File: config.mk
export PLATFORM = sky130hd
export DESIGN_NAME = gga_cfg
export DESIGN_NICKNAME = d
export VERILOG_FILES = /design/src/rtl/gga_pkg.sv /design/src/rtl/gga_cfg.sv
export SDC_FILE = /design/constraint.sdc
export NUM_CORES = 1
export LEC_CHECK = 0
export BUFFER_PORTS_ARGS = -buffer_cell sky130_fd_sc_hd__buf_2
export CELL_PAD_IN_SITES_DETAIL_PLACEMENT = 0
export CELL_PAD_IN_SITES_GLOBAL_PLACEMENT = 1
export CORE_ASPECT_RATIO = 1.25
export CORE_UTILIZATION = 36
export CTS_CLUSTER_SIZE = 25
export DETAILED_ROUTE_END_ITERATION = 8
export PLACE_DENSITY = 0.87
export SYNTH_ARGS = -nofsm -noshare
export SYNTH_HDL_FRONTEND = slang
export SYNTH_SLANG_ARGS = --single-unit
File: constraint.sdc
create_clock -name i_clk -period 1.6 [get_ports i_clk]
set_clock_uncertainty 0.2 [all_clocks]
set_input_delay 0.16 -clock i_clk [delete_from_list [all_inputs] [get_ports i_clk]]
set_output_delay 0.16 -clock i_clk [all_outputs]
set_load 0.005 [all_outputs]
File: src/rtl/gga_pkg.sv
// Shared types, codes and arithmetic helpers for the grid gradient block.
// No dependencies; imported by every other file of the block.
package gga_pkg;

    localparam int DEF_MAX_COLS = 64;
    localparam int DEF_MAX_ROWS = 64;
    localparam int DATA_W       = 32;
    localparam int SIZE_W       = 7;
    localparam int IDX_W        = 6;
    localparam int CFG_IDX_W    = 3;

    localparam logic [CFG_IDX_W-1:0] CFG_GRID_WIDTH    = 3'd0;
    localparam logic [CFG_IDX_W-1:0] CFG_GRID_HEIGHT   = 3'd1;
    localparam logic [CFG_IDX_W-1:0] CFG_WRAP_X        = 3'd2;
    localparam logic [CFG_IDX_W-1:0] CFG_WRAP_Y        = 3'd3;
    localparam logic [CFG_IDX_W-1:0] CFG_RECIP_WIDTH_X = 3'd4;
    localparam logic [CFG_IDX_W-1:0] CFG_RECIP_WIDTH_Y = 3'd5;

    localparam logic OP_WRITE = 1'b0;
    localparam logic OP_READ  = 1'b1;

    typedef struct packed {
        logic                     operation;
        logic [IDX_W-1:0]         col;
        logic [IDX_W-1:0]         row;
        logic signed [DATA_W-1:0] sample;
    } t_item;

    typedef struct packed {
        logic signed [DATA_W-1:0] grad_x;
        logic signed [DATA_W-1:0] grad_y;
        logic                     clipped;
    } t_result;

    typedef struct packed {
        logic [SIZE_W-1:0] used_w;
        logic [SIZE_W-1:0] used_h;
        logic              wrap_x;
        logic              wrap_y;
        logic [DATA_W-1:0] recip_x;
        logic [DATA_W-1:0] recip_y;
    } t_cfg;

    typedef struct packed {
        logic [IDX_W-1:0] lo;
        logic [IDX_W-1:0] hi;
        logic             central;
    } t_nbr;

    typedef enum logic [2:0] {
        ADDR_ITEM,
        ADDR_XM,
        ADDR_XP,
        ADDR_YM,
        ADDR_YP
    } t_addr_sel;

    typedef struct packed {
        logic      load_item;
        logic      mem_we;
        t_addr_sel addr_sel;
        logic      cap_first;
        logic      cap_diff;
        logic      do_mul;
        logic      sel_y;
        logic      fin_x;
        logic      fin_y;
        logic      res_zero;
    } t_dp_cmd;

    typedef struct packed {
        logic item_read;
    } t_dp_status;

    typedef enum logic [3:0] {
        ST_IDLE,
        ST_SHORT,
        ST_RD_XM,
        ST_RD_XP,
        ST_RD_YM,
        ST_RD_YP,
        ST_FIN_X,
        ST_MUL_Y,
        ST_FIN_Y
    } t_state;

    typedef struct packed {
        logic [DATA_W-1:0] value;
        logic              clip;
    } t_sat;

    // Round half away from zero, shift by 16 or 17, saturate to 32 bits.
    function automatic t_sat round_sat(input logic [63:0] prod, input logic neg,
                                       input logic central);
        logic [63:0] sum;
        logic [47:0] q;
        t_sat        res;
        sum = prod + (central ? 64'h0000_0000_0001_0000 : 64'h0000_0000_0000_8000);
        q   = central ? {1'b0, sum[63:17]} : sum[63:16];
        res.clip = 1'b0;
        if (neg) begin
            if (q > 48'h0000_8000_0000) begin
                res.clip  = 1'b1;
                res.value = 32'h8000_0000;
            end else begin
                res.value = 32'd0 - q[31:0];
            end
        end else begin
            if (q > 48'h0000_7FFF_FFFF) begin
                res.clip  = 1'b1;
                res.value = 32'h7FFF_FFFF;
            end else begin
                res.value = q[31:0];
            end
        end
        return res;
    endfunction

endpackage

File: src/rtl/gga_cfg.sv
// Configuration registers and clamped grid size for the grid gradient block.
// Depends on gga_pkg.
module gga_cfg import gga_pkg::*; #(
    parameter int MAX_COLS = DEF_MAX_COLS,
    parameter int MAX_ROWS = DEF_MAX_ROWS
) (
    input  logic                 i_clk,
    input  logic                 i_rst_n,
    input  logic                 i_cfg_we,
    input  logic [CFG_IDX_W-1:0] i_cfg_index,
    input  logic [DATA_W-1:0]    i_cfg_data,
    output t_cfg                 o_cfg
);

    localparam int HI_W = (MAX_COLS < 64) ? MAX_COLS : 64;
    localparam int HI_H = (MAX_ROWS < 64) ? MAX_ROWS : 64;

    logic [SIZE_W-1:0] r_width;
    logic [SIZE_W-1:0] r_height;
    logic              r_wrap_x;
    logic              r_wrap_y;
    logic [DATA_W-1:0] r_recip_x;
    logic [DATA_W-1:0] r_recip_y;

    function automatic logic [SIZE_W-1:0] used_size(input logic [SIZE_W-1:0] val,
                                                    input logic [SIZE_W-1:0] hi);
        logic [SIZE_W-1:0] res;
        if (val < SIZE_W'(2)) begin
            res = SIZE_W'(2);
        end else if (val > hi) begin
            res = hi;
        end else begin
            res = val;
        end
        return res;
    endfunction

    always_ff @(posedge i_clk) begin
        if (!i_rst_n) begin
            r_width   <= SIZE_W'(64);
            r_height  <= SIZE_W'(64);
            r_wrap_x  <= 1'b1;
            r_wrap_y  <= 1'b1;
            r_recip_x <= 32'h0001_0000;
            r_recip_y <= 32'h0001_0000;
        end else if (i_cfg_we) begin
            case (i_cfg_index)
                CFG_GRID_WIDTH:    r_width   <= i_cfg_data[SIZE_W-1:0];
                CFG_GRID_HEIGHT:   r_height  <= i_cfg_data[SIZE_W-1:0];
                CFG_WRAP_X:        r_wrap_x  <= i_cfg_data[0];
                CFG_WRAP_Y:        r_wrap_y  <= i_cfg_data[0];
                CFG_RECIP_WIDTH_X: r_recip_x <= i_cfg_data;
                CFG_RECIP_WIDTH_Y: r_recip_y <= i_cfg_data;
                default: ;
            endcase
        end
    end

    always_comb begin
        o_cfg.used_w  = used_size(r_width, SIZE_W'(HI_W));
        o_cfg.used_h  = used_size(r_height, SIZE_W'(HI_H));
        o_cfg.wrap_x  = r_wrap_x;
        o_cfg.wrap_y  = r_wrap_y;
        o_cfg.recip_x = r_recip_x;
        o_cfg.recip_y = r_recip_y;
    end

endmodule

### Word-level counts from Yosys, hierarchy flattened

Cells that the tools add are included.
W data, S select, Z words.

* order comparisons: 4
* eq/ne operators: 5
* mux-type cells: 4
* reductions and logical operators: 7

Operators by type and width (count)
* $mux W7: 4
* $gt A7 B7 Y1 const B: 2
* $lt A7 B2 Y1 const B: 2
* $reduce_and A2 Y1: 6
* $eq A3 B2 Y1 const B: 2
* $eq A3 B3 Y1 const B: 2
* $eq A3 B1 Y1 const B: 1
* $logic_not A3 Y1: 1

* flip-flop bits (word level): 80
* input port bits: 38
* output and inout port bits: 80
* word-level logic and storage cells: 26

### Depth between registers and ports, before layout

* depth after elaboration: 3
* depth in mapped cells: 5
* mapped depth without buffers: 2

### Worst setup path after synthesis

OpenSTA, ideal clock, no wires.

* kind: reg2out
* start: register r_height[2]
* end: output o_cfg[66] (netlist bit)
* arrival: 1.043 ns
* required time: 1.240 ns
* slack: 0.197 ns
* stages on the path, launching flop included: 3
* buffers on the path: 0
* cell sequence: dfxtp_1 -> or4_1 -> o211a_1

RTL lines
* from (decl): RTL line gga_cfg.sv:19 `logic [SIZE_W-1:0] r_height;`
* from (signal assigned): RTL line gga_cfg.sv:49 `CFG_GRID_HEIGHT: r_height <= i_cfg_data[SIZE_W-1:0];`
* to (decl): RTL line gga_cfg.sv:12 `output t_cfg o_cfg`

==> results.md <==
* DR WL/cell at 12.59 µm
* First-pass GRT wire length at 12.08 mm
* Clock root buffer: clkbuf_8
* DRC Markers at 0
* Status: finished, violations left
* Netlist cell types at 18
* GRT Total Usage at 16.87%
* DRT Wirelength at 7.503 mm
* Sw Share at 22.80%
* Worst Slack Setup Final at -0.3015 ns
* Register area share after synthesis at 50.26%
* H-tree depth at 3
* P_int at 2910 µW
* Port bufs at 117
* Row count at 38
* Grt ovf at 0
* Flop pwr share at 54.6%
* Final Net Count at 511
* Actual slew at the worst max-slew pin at 0.3140 ns
* Initial Utilization at 36.83%
* TritonCTS buffer count at 9
* Worst VDD drop at 0.4471 mV
* Sw Pwr at 859.4 µW
* Syn Inst Count at 324
* Area of all placed cells without fillers at 4451 µm²
* Syn nets at 362
* Vias at 2673
* MaxCap Viol Count at 0
* Placed cells at 546
* Final worst path period need at 1.901 ns
* Clock buffer depth at 2
* DIE WIDTH at 86.16 µm
* P_leak at 0.002236 µW
* CORE AREA at 8653 µm²
* Worst skew pair latency at 0.33 ns
* Yosys warnings at 0
* Vias in the first global route at 2647
* Avg Cell Area, Syn at 9.836 µm²
* Fmax at 525.9 MHz
* Fin. Hold Viols at 0
* WP data arrival at 1.54 ns
* Setup Crit Path Kind: reg2out
* Share of cells above drive strength 1 at 31.72%
* Layout area overhead at 39.65%
* Largest net degree at the start of global routing at 31
* Post-DRT Antenna Nets at 0
* Mapped Area at 3187 µm²
* Non-filler cells, final at 596
* Violated checks: negative setup slack
* HP Class: in2reg
* Commonest non-fill, non-tap cells in the layout: buf_2 (116), nand2_1 (105), mux2i_1 (80), dfxtp_1 (78), dlygate4sd3_1 (34)
* Diode count at 0
* Final setup viols at 4
* Startpoint types: flip-flop
* Die span in y at 107.2 µm
* GPL Wtd Cong at 0.7524
* HPWL after DPL at 4.991 mm
* Clock share of power at 35.5%
* TritonCTS clock tree: done
* Top Ports at 118
* Placed Area at 3906 µm²
* Period utilization at 118.8%
* Initial antenna violation count at 0
* CTS Sinks at 80
* Synth Register Bits at 80
* Commonest non-fill, non-tap cell in the layout: buf_2
* Slew HR at 78.78%
* Power Dens Cells at 847.0 nW/µm²
* Critical Path RT at 1.24 ns
* Initial DRC Count at 87
* Fin. max-slew vios at 0
* Crit. End Element: primary output
* Clk slew on worst S/H paths at 0.08 ns
* Drt first pass iters at 4
* CP Max Fanout at 2
* Logic pwr share at 9.8%
* RSZ-0062 raised after global routing: yes
* Die Footprint at 9235 µm²
* Via-to-Cell Ratio at 4.485
==> metal layers <==
metal | track usage (%) | up-vias | wire (µm)
met5 | 0 | - | 0
met4 | 8.214 | 0 | 121
met3 | 3.079 | 9 | 278
met2 | 31.07 | 66 | 3787
met1 | 18.27 | 1241 | 3315
li1 | - | 1357 | -
==> Yosys cell counts (all sizes together) <==
| library cell | n | area share, % |
|---|---|---|
| dfxtp | 80 | 50 |
| nor4bb | 1 | 0.31 |
| mux2i | 80 | 25 |
| nor4b | 1 | 0.27 |
| clkbuf | 10 | 1.2 |
| nor2b | 17 | 3.3 |
| a21oi | 2 | 0.31 |
| and4bb | 1 | 0.39 |
| nand4b | 2 | 0.75 |
| nand2 | 105 | 12 |
| o211a | 2 | 0.63 |
| buf | 16 | 3.8 |
| nand4bb | 1 | 0.35 |
| inv | 4 | 0.47 |
| or4 | 2 | 0.47 |
==> critical path, stage by stage, from the launching register on <==
cell and delay [ns]:
dfxtp_2 0.33, or4_4 0.53, o211a_1 0.21, buf_2 0.12
==> stage by stage <==
stage	hold WS, ns	power (µW)	util [%]	TNS [ns]	worst slack [ns]
floorplan	0.1215	2269	-	0	0.1972
global placement	0.2252	2399	45.14	0	0.06511
detailed placement	0.2388	2405	45.14	0	0.05859
CTS	0.0008279	3811	51.40	-1.068	-0.3156
global route	0.04310	3934	51.43	-1.294	-0.3639
finish	0.01737	3770	51.43	-1.027	-0.3015
==> worst paths after layout <==
check	startpoint	endpoint	slack, ns	cells past startpoint
max	r_width[2]$_SDFFE_PN0P_	o_cfg[73]	-0.30	3
min	i_cfg_data[5]	r_width[5]$_SDFFE_PN0P_	0.02	3
max reg2reg	r_wrap_y$_SDFFE_PN1P_	r_wrap_y$_SDFFE_PN1P_	0.24	3
min reg2reg	r_recip_x[28]$_SDFFE_PN0P_	r_recip_x[28]$_SDFFE_PN0P_	0.26	2
==> power by group through the flow <==
stage	Combinational (µW)	Clock (µW)	Sequential [µW]
floorplan	164	0	2110
finish	371	1340	2060
detailed placement	302	0	2100
CTS	370	1380	2060
global placement	296	0	2100
global route	407	1460	2060
==> final cells by class <==
cell class / instances / area, µm²
Fill cell: 804 / 4203
Sequential cell: 80 / 1604
Multi-Input combinational cell: 214 / 1433
Timing Repair Buffer: 164 / 1076
Clock buffer: 14 / 172.7
Tap cell: 120 / 150.1
Inverter: 4 / 15.01
==> state kept, by name (all words and copies together) (netlist names) <==
register   flops
r_recip_x     32
r_recip_y     32
r_height       7
r_width        7
r_wrap_x       1
r_wrap_y       1
==> kinds of logic (layout without fill, tap and decap cells) <==
| logic type | count (synthesis) | after routing | synth area share, % |
|---|---|---|---|
| AOI/OAI and AO/OA | 4 | 4 | 0.9423 |
| muxes | 80 | 80 | 25.13 |
| and+or+nand+nor | 130 | 130 | 18.26 |
| buffers and inverters | 30 | 182 | 5.418 |
| DFF | 80 | 80 | 50.26 |
==> what timing repair did <==
item,4_1_cts,5_1_grt
endpoints found under the hold margin,67,0
pin swaps,1,0
endpoints found under the setup margin,4,5
setup buffers,2,0
resized for setup,5,1
hold buffers,34,0
(Power assumes the default switching activity.)
