`src/rtl/gga_pkg.sv`:
```
// Shared types, codes and arithmetic helpers for the grid gradient block.
// No dependencies; imported by every other file of the block.
package gga_pkg;

    localparam int DEF_MAX_COLS = 64;
    localparam int DEF_MAX_ROWS = 64;
    localparam int DATA_W       = 32;
    localparam int SIZE_W       = 7;
    localparam int IDX_W        = 6;
    localparam int CFG_IDX_W    = 3;

    localparam logic [CFG_IDX_W-1:0] CFG_GRID_WIDTH    = 3'd0;
    localparam logic [CFG_IDX_W-1:0] CFG_GRID_HEIGHT   = 3'd1;
    localparam logic [CFG_IDX_W-1:0] CFG_WRAP_X        = 3'd2;
    localparam logic [CFG_IDX_W-1:0] CFG_WRAP_Y        = 3'd3;
    localparam logic [CFG_IDX_W-1:0] CFG_RECIP_WIDTH_X = 3'd4;
    localparam logic [CFG_IDX_W-1:0] CFG_RECIP_WIDTH_Y = 3'd5;

    localparam logic OP_WRITE = 1'b0;
    localparam logic OP_READ  = 1'b1;

    typedef struct packed {
        logic                     operation;
        logic [IDX_W-1:0]         col;
        logic [IDX_W-1:0]         row;
        logic signed [DATA_W-1:0] sample;
    } t_item;

    typedef struct packed {
        logic signed [DATA_W-1:0] grad_x;
        logic signed [DATA_W-1:0] grad_y;
        logic                     clipped;
    } t_result;

    typedef struct packed {
        logic [SIZE_W-1:0] used_w;
        logic [SIZE_W-1:0] used_h;
        logic              wrap_x;
        logic              wrap_y;
        logic [DATA_W-1:0] recip_x;
        logic [DATA_W-1:0] recip_y;
    } t_cfg;

    typedef struct packed {
        logic [IDX_W-1:0] lo;
        logic [IDX_W-1:0] hi;
        logic             central;
    } t_nbr;

    typedef enum logic [2:0] {
        ADDR_ITEM,
        ADDR_XM,
        ADDR_XP,
        ADDR_YM,
        ADDR_YP
    } t_addr_sel;

    typedef struct packed {
        logic      load_item;
        logic      mem_we;
        t_addr_sel addr_sel;
        logic      cap_first;
        logic      cap_diff;
        logic      do_mul;
        logic      sel_y;
        logic      fin_x;
        logic      fin_y;
        logic      res_zero;
    } t_dp_cmd;

    typedef struct packed {
        logic item_read;
    } t_dp_status;

    typedef enum logic [3:0] {
        ST_IDLE,
        ST_SHORT,
        ST_RD_XM,
        ST_RD_XP,
        ST_RD_YM,
        ST_RD_YP,
        ST_FIN_X,
        ST_MUL_Y,
        ST_FIN_Y
    } t_state;

    typedef struct packed {
        logic [DATA_W-1:0] value;
        logic              clip;
    } t_sat;

    // Round half away from zero, shift by 16 or 17, saturate to 32 bits.
    function automatic t_sat round_sat(input logic [63:0] prod, input logic neg,
                                       input logic central);
        logic [63:0] sum;
        logic [47:0] q;
        t_sat        res;
        sum = prod + (central ? 64'h0000_0000_0001_0000 : 64'h0000_0000_0000_8000);
        q   = central ? {1'b0, sum[63:17]} : sum[63:16];
        res.clip = 1'b0;
        if (neg) begin
            if (q > 48'h0000_8000_0000) begin
                res.clip  = 1'b1;
                res.value = 32'h8000_0000;
            end else begin
                res.value = 32'd0 - q[31:0];
            end
        end else begin
            if (q > 48'h0000_7FFF_FFFF) begin
                res.clip  = 1'b1;
                res.value = 32'h7FFF_FFFF;
            end else begin
                res.value = q[31:0];
            end
        end
        return res;
    endfunction

endpackage

```
`src/rtl/gga_ctrl.sv`:
```
// Sequencer for the grid gradient block: steps the four store reads and
// the shared multiplier. Depends on gga_pkg.
module gga_ctrl import gga_pkg::*; (
    input  logic       i_clk,
    input  logic       i_rst_n,
    input  logic       i_start,
    input  t_dp_status i_status,
    output t_dp_cmd    o_cmd,
    output logic       o_busy,
    output logic       o_done
);

    t_state r_state;
    t_state n_state;
    logic   r_done;
    logic   n_done;

    always_ff @(posedge i_clk) begin
        if (!i_rst_n) begin
            r_state <= ST_IDLE;
            r_done  <= 1'b0;
        end else begin
            r_state <= n_state;
            r_done  <= n_done;
        end
    end

    always_comb begin
        n_state = r_state;
        case (r_state)
            ST_IDLE: begin
                if (i_start) begin
                    n_state = i_status.item_read ? ST_RD_XM : ST_SHORT;
                end
            end
            ST_SHORT: n_state = ST_IDLE;
            ST_RD_XM: n_state = ST_RD_XP;
            ST_RD_XP: n_state = ST_RD_YM;
            ST_RD_YM: n_state = ST_RD_YP;
            ST_RD_YP: n_state = ST_FIN_X;
            ST_FIN_X: n_state = ST_MUL_Y;
            ST_MUL_Y: n_state = ST_FIN_Y;
            ST_FIN_Y: n_state = ST_IDLE;
            default:  n_state = ST_IDLE;
        endcase
    end

    always_comb begin
        o_cmd          = '0;
        o_cmd.addr_sel = ADDR_ITEM;
        n_done         = 1'b0;
        case (r_state)
            ST_IDLE: o_cmd.load_item = i_start;
            ST_SHORT: begin
                o_cmd.mem_we   = 1'b1;
                o_cmd.res_zero = 1'b1;
                n_done         = 1'b1;
            end
            ST_RD_XM: o_cmd.addr_sel = ADDR_XM;
            ST_RD_XP: begin
                o_cmd.addr_sel  = ADDR_XP;
                o_cmd.cap_first = 1'b1;
            end
            ST_RD_YM: begin
                o_cmd.addr_sel = ADDR_YM;
                o_cmd.cap_diff = 1'b1;
            end
            ST_RD_YP: begin
                o_cmd.addr_sel  = ADDR_YP;
                o_cmd.cap_first = 1'b1;
                o_cmd.do_mul    = 1'b1;
            end
            ST_FIN_X: begin
                o_cmd.cap_diff = 1'b1;
                o_cmd.fin_x    = 1'b1;
            end
            ST_MUL_Y: begin
                o_cmd.do_mul = 1'b1;
                o_cmd.sel_y  = 1'b1;
            end
            ST_FIN_Y: begin
                o_cmd.fin_y = 1'b1;
                n_done      = 1'b1;
            end
            default: ;
        endcase
    end

    assign o_busy = (r_state != ST_IDLE);
    assign o_done = r_done;

endmodule

```
`config.mk`:
```
export PLATFORM = sky130hd
export DESIGN_NAME = gga_ctrl
export DESIGN_NICKNAME = d
export VERILOG_FILES = /design/src/rtl/gga_pkg.sv /design/src/rtl/gga_ctrl.sv
export SDC_FILE = /design/constraint.sdc
export NUM_CORES = 1
export LEC_CHECK = 0
export BUFFER_PORTS_ARGS = -buffer_cell sky130_fd_sc_hd__buf_2
export CAP_MARGIN = 10
export CORE_AREA = 2 2 39 41
export DETAILED_ROUTE_END_ITERATION = 16
export DIE_AREA = 0 0 41 43
export PLACE_DENSITY = 0.64
export REMOVE_ABC_BUFFERS = 1
export SLEW_MARGIN = 25
export SYNTH_ARGS = -nofsm -noshare
export SYNTH_HDL_FRONTEND = slang
export SYNTH_SLANG_ARGS = --single-unit
```
`constraint.sdc`:
```
create_clock -name i_clk -period 1.2 [get_ports i_clk]
set_clock_uncertainty 0.2 [all_clocks]
set_input_delay 0.06 -clock i_clk [delete_from_list [all_inputs] [get_ports i_clk]]
set_output_delay 0.06 -clock i_clk [all_outputs]
set_load 0.1 [all_outputs]
```
## Word level (Yosys, flattened, before mapping)

Index checks and enable logic that the tools add are counted.

| word-level totals | value |
|---|---|
| bits in registers | 5 |
| input port bits | 4 |
| output and inout port bits | 14 |
| logic and storage cells | 30 |

| cells by class | value |
|---|---|
| eq/ne operators | 9 |
| multiplexer cells | 13 |
| reduce and logical (&&, ||, !) cells | 6 |

Operator list:

| operator | count |
|---|---|
| 4-bit case mux with 7 select lines | 1 |
| 4-bit by 3-bit equality test with 1-bit output, second input constant | 4 |
| 3-bit case mux with 4 select lines | 1 |
| 1-bit two-way mux | 9 |
| 4-bit by 2-bit equality test with 1-bit output, second input constant | 2 |
| 2-bit OR reduction | 4 |
| 4-bit by 1-bit equality test with 1-bit output, second input constant | 1 |
| 4-bit equality test, second input constant | 1 |
| 4-bit zero test | 1 |
| 4-bit two-way mux | 1 |
| 4-bit nonzero test | 1 |
| 2-bit two-way mux | 1 |
| 2-bit inequality test, second input constant | 1 |

## Depth between registers and ports, before layout

| depth | value |
|---|---|
| depth in word-level cells | 3 |
| depth in mapped cells | 4 |
| mapped depth without buffers | 3 |

## Worst setup path before layout

No wires, ideal clock.

| path | value |
|---|---|
| kind | register to output |
| start point | register r_state[0] |
| end point | output port o_cmd[10] (netlist name) |
| data arrival time | 3.177 ns |
| data required time | 0.940 ns |
| path slack | -2.237 ns |
| stages on the path, launching flop included | 5 |
| buffers on the path | 2 |
| cells stage by stage | dfxtp_1 > buf_4 > nand2b_4 > nor3_1 > buf_4 |

RTL lines:

| item | RTL line | source |
|---|---|---|
| from (decl) | gga_ctrl.sv:13 | `t_state r_state;` |
| from (signal assigned) | gga_ctrl.sv:23 | `r_state <= n_state;` |
| to (decl) | gga_ctrl.sv:8 | `output t_dp_cmd o_cmd,` |

==> impl_metrics.json <==
{
  "status": "finished with violations",
  "failed_checks": "setup timing",
  "fmax_ghz": 0.648,
  "syn_avg_cell_area_sq_um": 8.46,
  "synth_area_leader_cell": "dfxtp_1",
  "synth_fa_ha_area_share_pct": 0,
  "grt_max_degree": 7,
  "area_growth_pct": 161,
  "p_leak_uw": 0.000414,
  "synth_top_family_by_area": "simple AND/OR/NAND/NOR gates",
  "cp-startpoint": "r_state[1]",
  "swShare_pct": 46.3,
  "drive_gt1_share_pct": 81.3,
  "r2r_cells": 4,
  "hold_violations": 0,
  "synth_mux_area_share_pct": 0,
  "grt_pass1_vias": 454,
  "antenna_found_initial": 0,
  "synth_area_leaders": "dfxtp_1 28%, nand2b_4 7.7%, nor3_1 7.0%, buf_6 6.3%, nor2_1 6.3%",
  "synth-simple-area-share_pct": 39.4,
  "clock_path_buffers": 2,
  "hold_start": "i_status",
  "p_clk_share_pct": 18.4,
  "htreeDepth": 1,
  "start_kind": "register",
  "critPathTopFamily": "flip-flops",
  "synth-compound-area-share_pct": 13.0,
  "grt_usage_pct": 15.7,
  "fin_crit_ps": 1540,
  "whs_ps": 5.70,
  "wirelength_um": 1180,
  "finalSetupViolations": 16,
  "grt_pass1_wl_um": 1860,
  "final_common_cell": "buf_4",
  "cts.sinks": 5,
  "drtIter0Drc": 4,
  "most-common-layout-cells": "16 x buf_4, 14 x buf_12, 4 x nor3_2, 4 x buf_6, 4 x dfxtp_4",
  "end_kind": "output pin",
  "timing.final.crit_share_pct": 129,
  "min_to": "r_state[0]",
  "cellPowerDensity_nw_per_um2": 1130,
  "route.vias.total": 414,
  "clock_latency_ps": 240,
  "vias_per_cell": 4.31,
  "p_int_uw": 560,
  "vdd_drop_max_uv": 981,
  "worst_pin_slew_ps": 281,
  "drc": 0,
  "regToRegSetupSlack_ps": -100,
  "worstPathRequired_ps": 940,
  "ys_seq_area_share_pct": 28.2,
  "die_area_sq_um": 1760,
  "ys_seq_elements": 5,
  "synth_xor_area_share_pct": 4.93,
  "cts_root_buf": "clkbuf_4",
  "critical_path_arrival_ps": 1280,
  "initial_core_util_pct": 25.7,
  "syn_inst": 42,
  "pin_count": 18,
  "setup_ws_ps": -343,
  "critPathMaxFanout": 6,
  "synth_area_sq_um": 355,
  "pwr-share-comb_pct": 62.3,
  "post_drt_wl_per_cell_um": 12.3,
  "cts_buffers": 3,
  "drv_cap": 0,
  "grt-ovfl-total": 0,
  "cts_tree": "yes",
  "rr_startpoint": "r_state[3]",
  "ant_nets": 0,
  "die_x_um": 41,
  "fin_nets": 85,
  "relSlewSlack_pct": 81.1,
  "path_cells": "nand2b_4 -> o22a_1 -> nor2_2 -> buf_12",
  "worstHoldPathCells": 3,
  "synth_cell_types": 21,
  "clk_pin_slew_ps": 40,
  "critPathMaxStageDelay_ps": 360,
  "rsz0062_at_grt": "true",
  "gp_congestion": 0.800,
  "dp_hpwl_um": 875,
  "synth_top_area_share_pct": 28.2,
  "yosys_warnings": 0,
  "port_buffers": 17,
  "place_ws_ps": -224,
  "firstDrtPassIters": 3,
  "core-area_sq_um": 1380,
  "r2r-end": "r_state[3]",
  "diodes": 0,
  "hold_path.class": "primary input to register",
  "cpMaxStageDelayCell": "dfxtp_4",
  "p_sw_uw": 484,
  "slew_viol_final": 0,
  "n_fill_cell": 101,
  "seqPwrFrac_pct": 19.3,
  "num_rows": 14,
  "die_h_um": 43,
  "crit_buf_inv": 1,
  "worstSetupPathType": "register to output pin"
}
[cell type report]
class                   count  area [sq um]  area share (%)
repair buffers             38           470            50.8
multi-input cells          30           280            30.3
flip-flops and latches      5           115            12.4
clock buffers               4          26.3            2.84
well taps                  16          20.0            2.16
inverters                   3          13.8            1.49
[power groups by stage]
stage	clock [uW]	sequential, uW	combinational, uW
5_1_grt	221	205	670
2_1_floorplan	0	222	321
4_1_cts	198	200	642
3_5_place_dp	0	202	598
6_report	192	202	650
3_3_place_gp	0	202	592
[cell usage after synthesis]
cell type / instances
dfxtp_1: 5
nand2_1: 3
and2_1: 1
o22a_1: 1
and3_1: 2
buf_4: 2
a21oi_1: 1
nor3_4: 1
xnor2_1: 2
nand2b_1: 2
inv_1: 1
nor2_2: 1
inv_4: 1
nor3_1: 5
buf_6: 2
nand2b_4: 2
inv_2: 1
nor2_1: 6
o21ai_0: 1
a311oi_2: 1
a211oi_2: 1
[flip-flops by register name, indices dropped and copies added (netlist names)]
name	count
r_state	4
o_done	1
[how the worst max path moves through the flow]
stage / end / slack [ps] / depth (start not counted)
finish: o_cmd[8] / -340 / 4
global route: o_cmd[8] / -400 / 4
CTS: o_cmd[1] / -360 / 5
detailed placement: o_cmd[8] / -220 / 4
global placement: o_cmd[1] / -220 / 5
floorplan: o_cmd[0] / -3670 / 2
[metrics by stage]
stage | cell area, sq um | cells | power (uW) | utilization [%] | TNS [ps]
floorplan | 318 | 38 | 543 | - | -20900
global placement | 761 | 88 | 794 | 55.0 | -2170
detailed placement | 761 | 88 | 800 | 55.0 | -2430
CTS | 895 | 95 | 1040 | 64.6 | -4070
global route | 926 | 96 | 1100 | 66.9 | -4820
finish | 926 | 96 | 1040 | 66.9 | -3930
[tightest hold or removal path: cells and delay by family]
family                 cells  cell delay [ps]
buffers and inverters      1              100
AND/OR/NAND/NOR            1              170
AO/OA/AOI/OAI              1               70
[what timing repair did]
item                                   4_1_cts  5_1_grt
buffers inserted                             2        1
hold buffers                                 1        0
resized for setup                           24        5
setup endpoints to repair                   18       18
pin swaps                                    5        5
endpoints found under the hold margin        5        0
[cell families (layout without fill, tap and decap cells)]
logic type             after synthesis  in the layout
AO/OA/AOI/OAI                        5              5
buffers and inverters                7             45
flip-flops                           5              5
XOR/XNOR                             2              2
AND/OR/NAND/NOR                     23             23
[per-layer routing]
layer  routed length, um  share of wire [%]  track usage [%]
met5                   0                  0                0
met4                   0                  0             4.00
met3                  58                4.9             4.19
met2                 679                 58             28.1
met1                 438                 37             16.8
No activity file was read; power rests on OpenSTA's default activity.
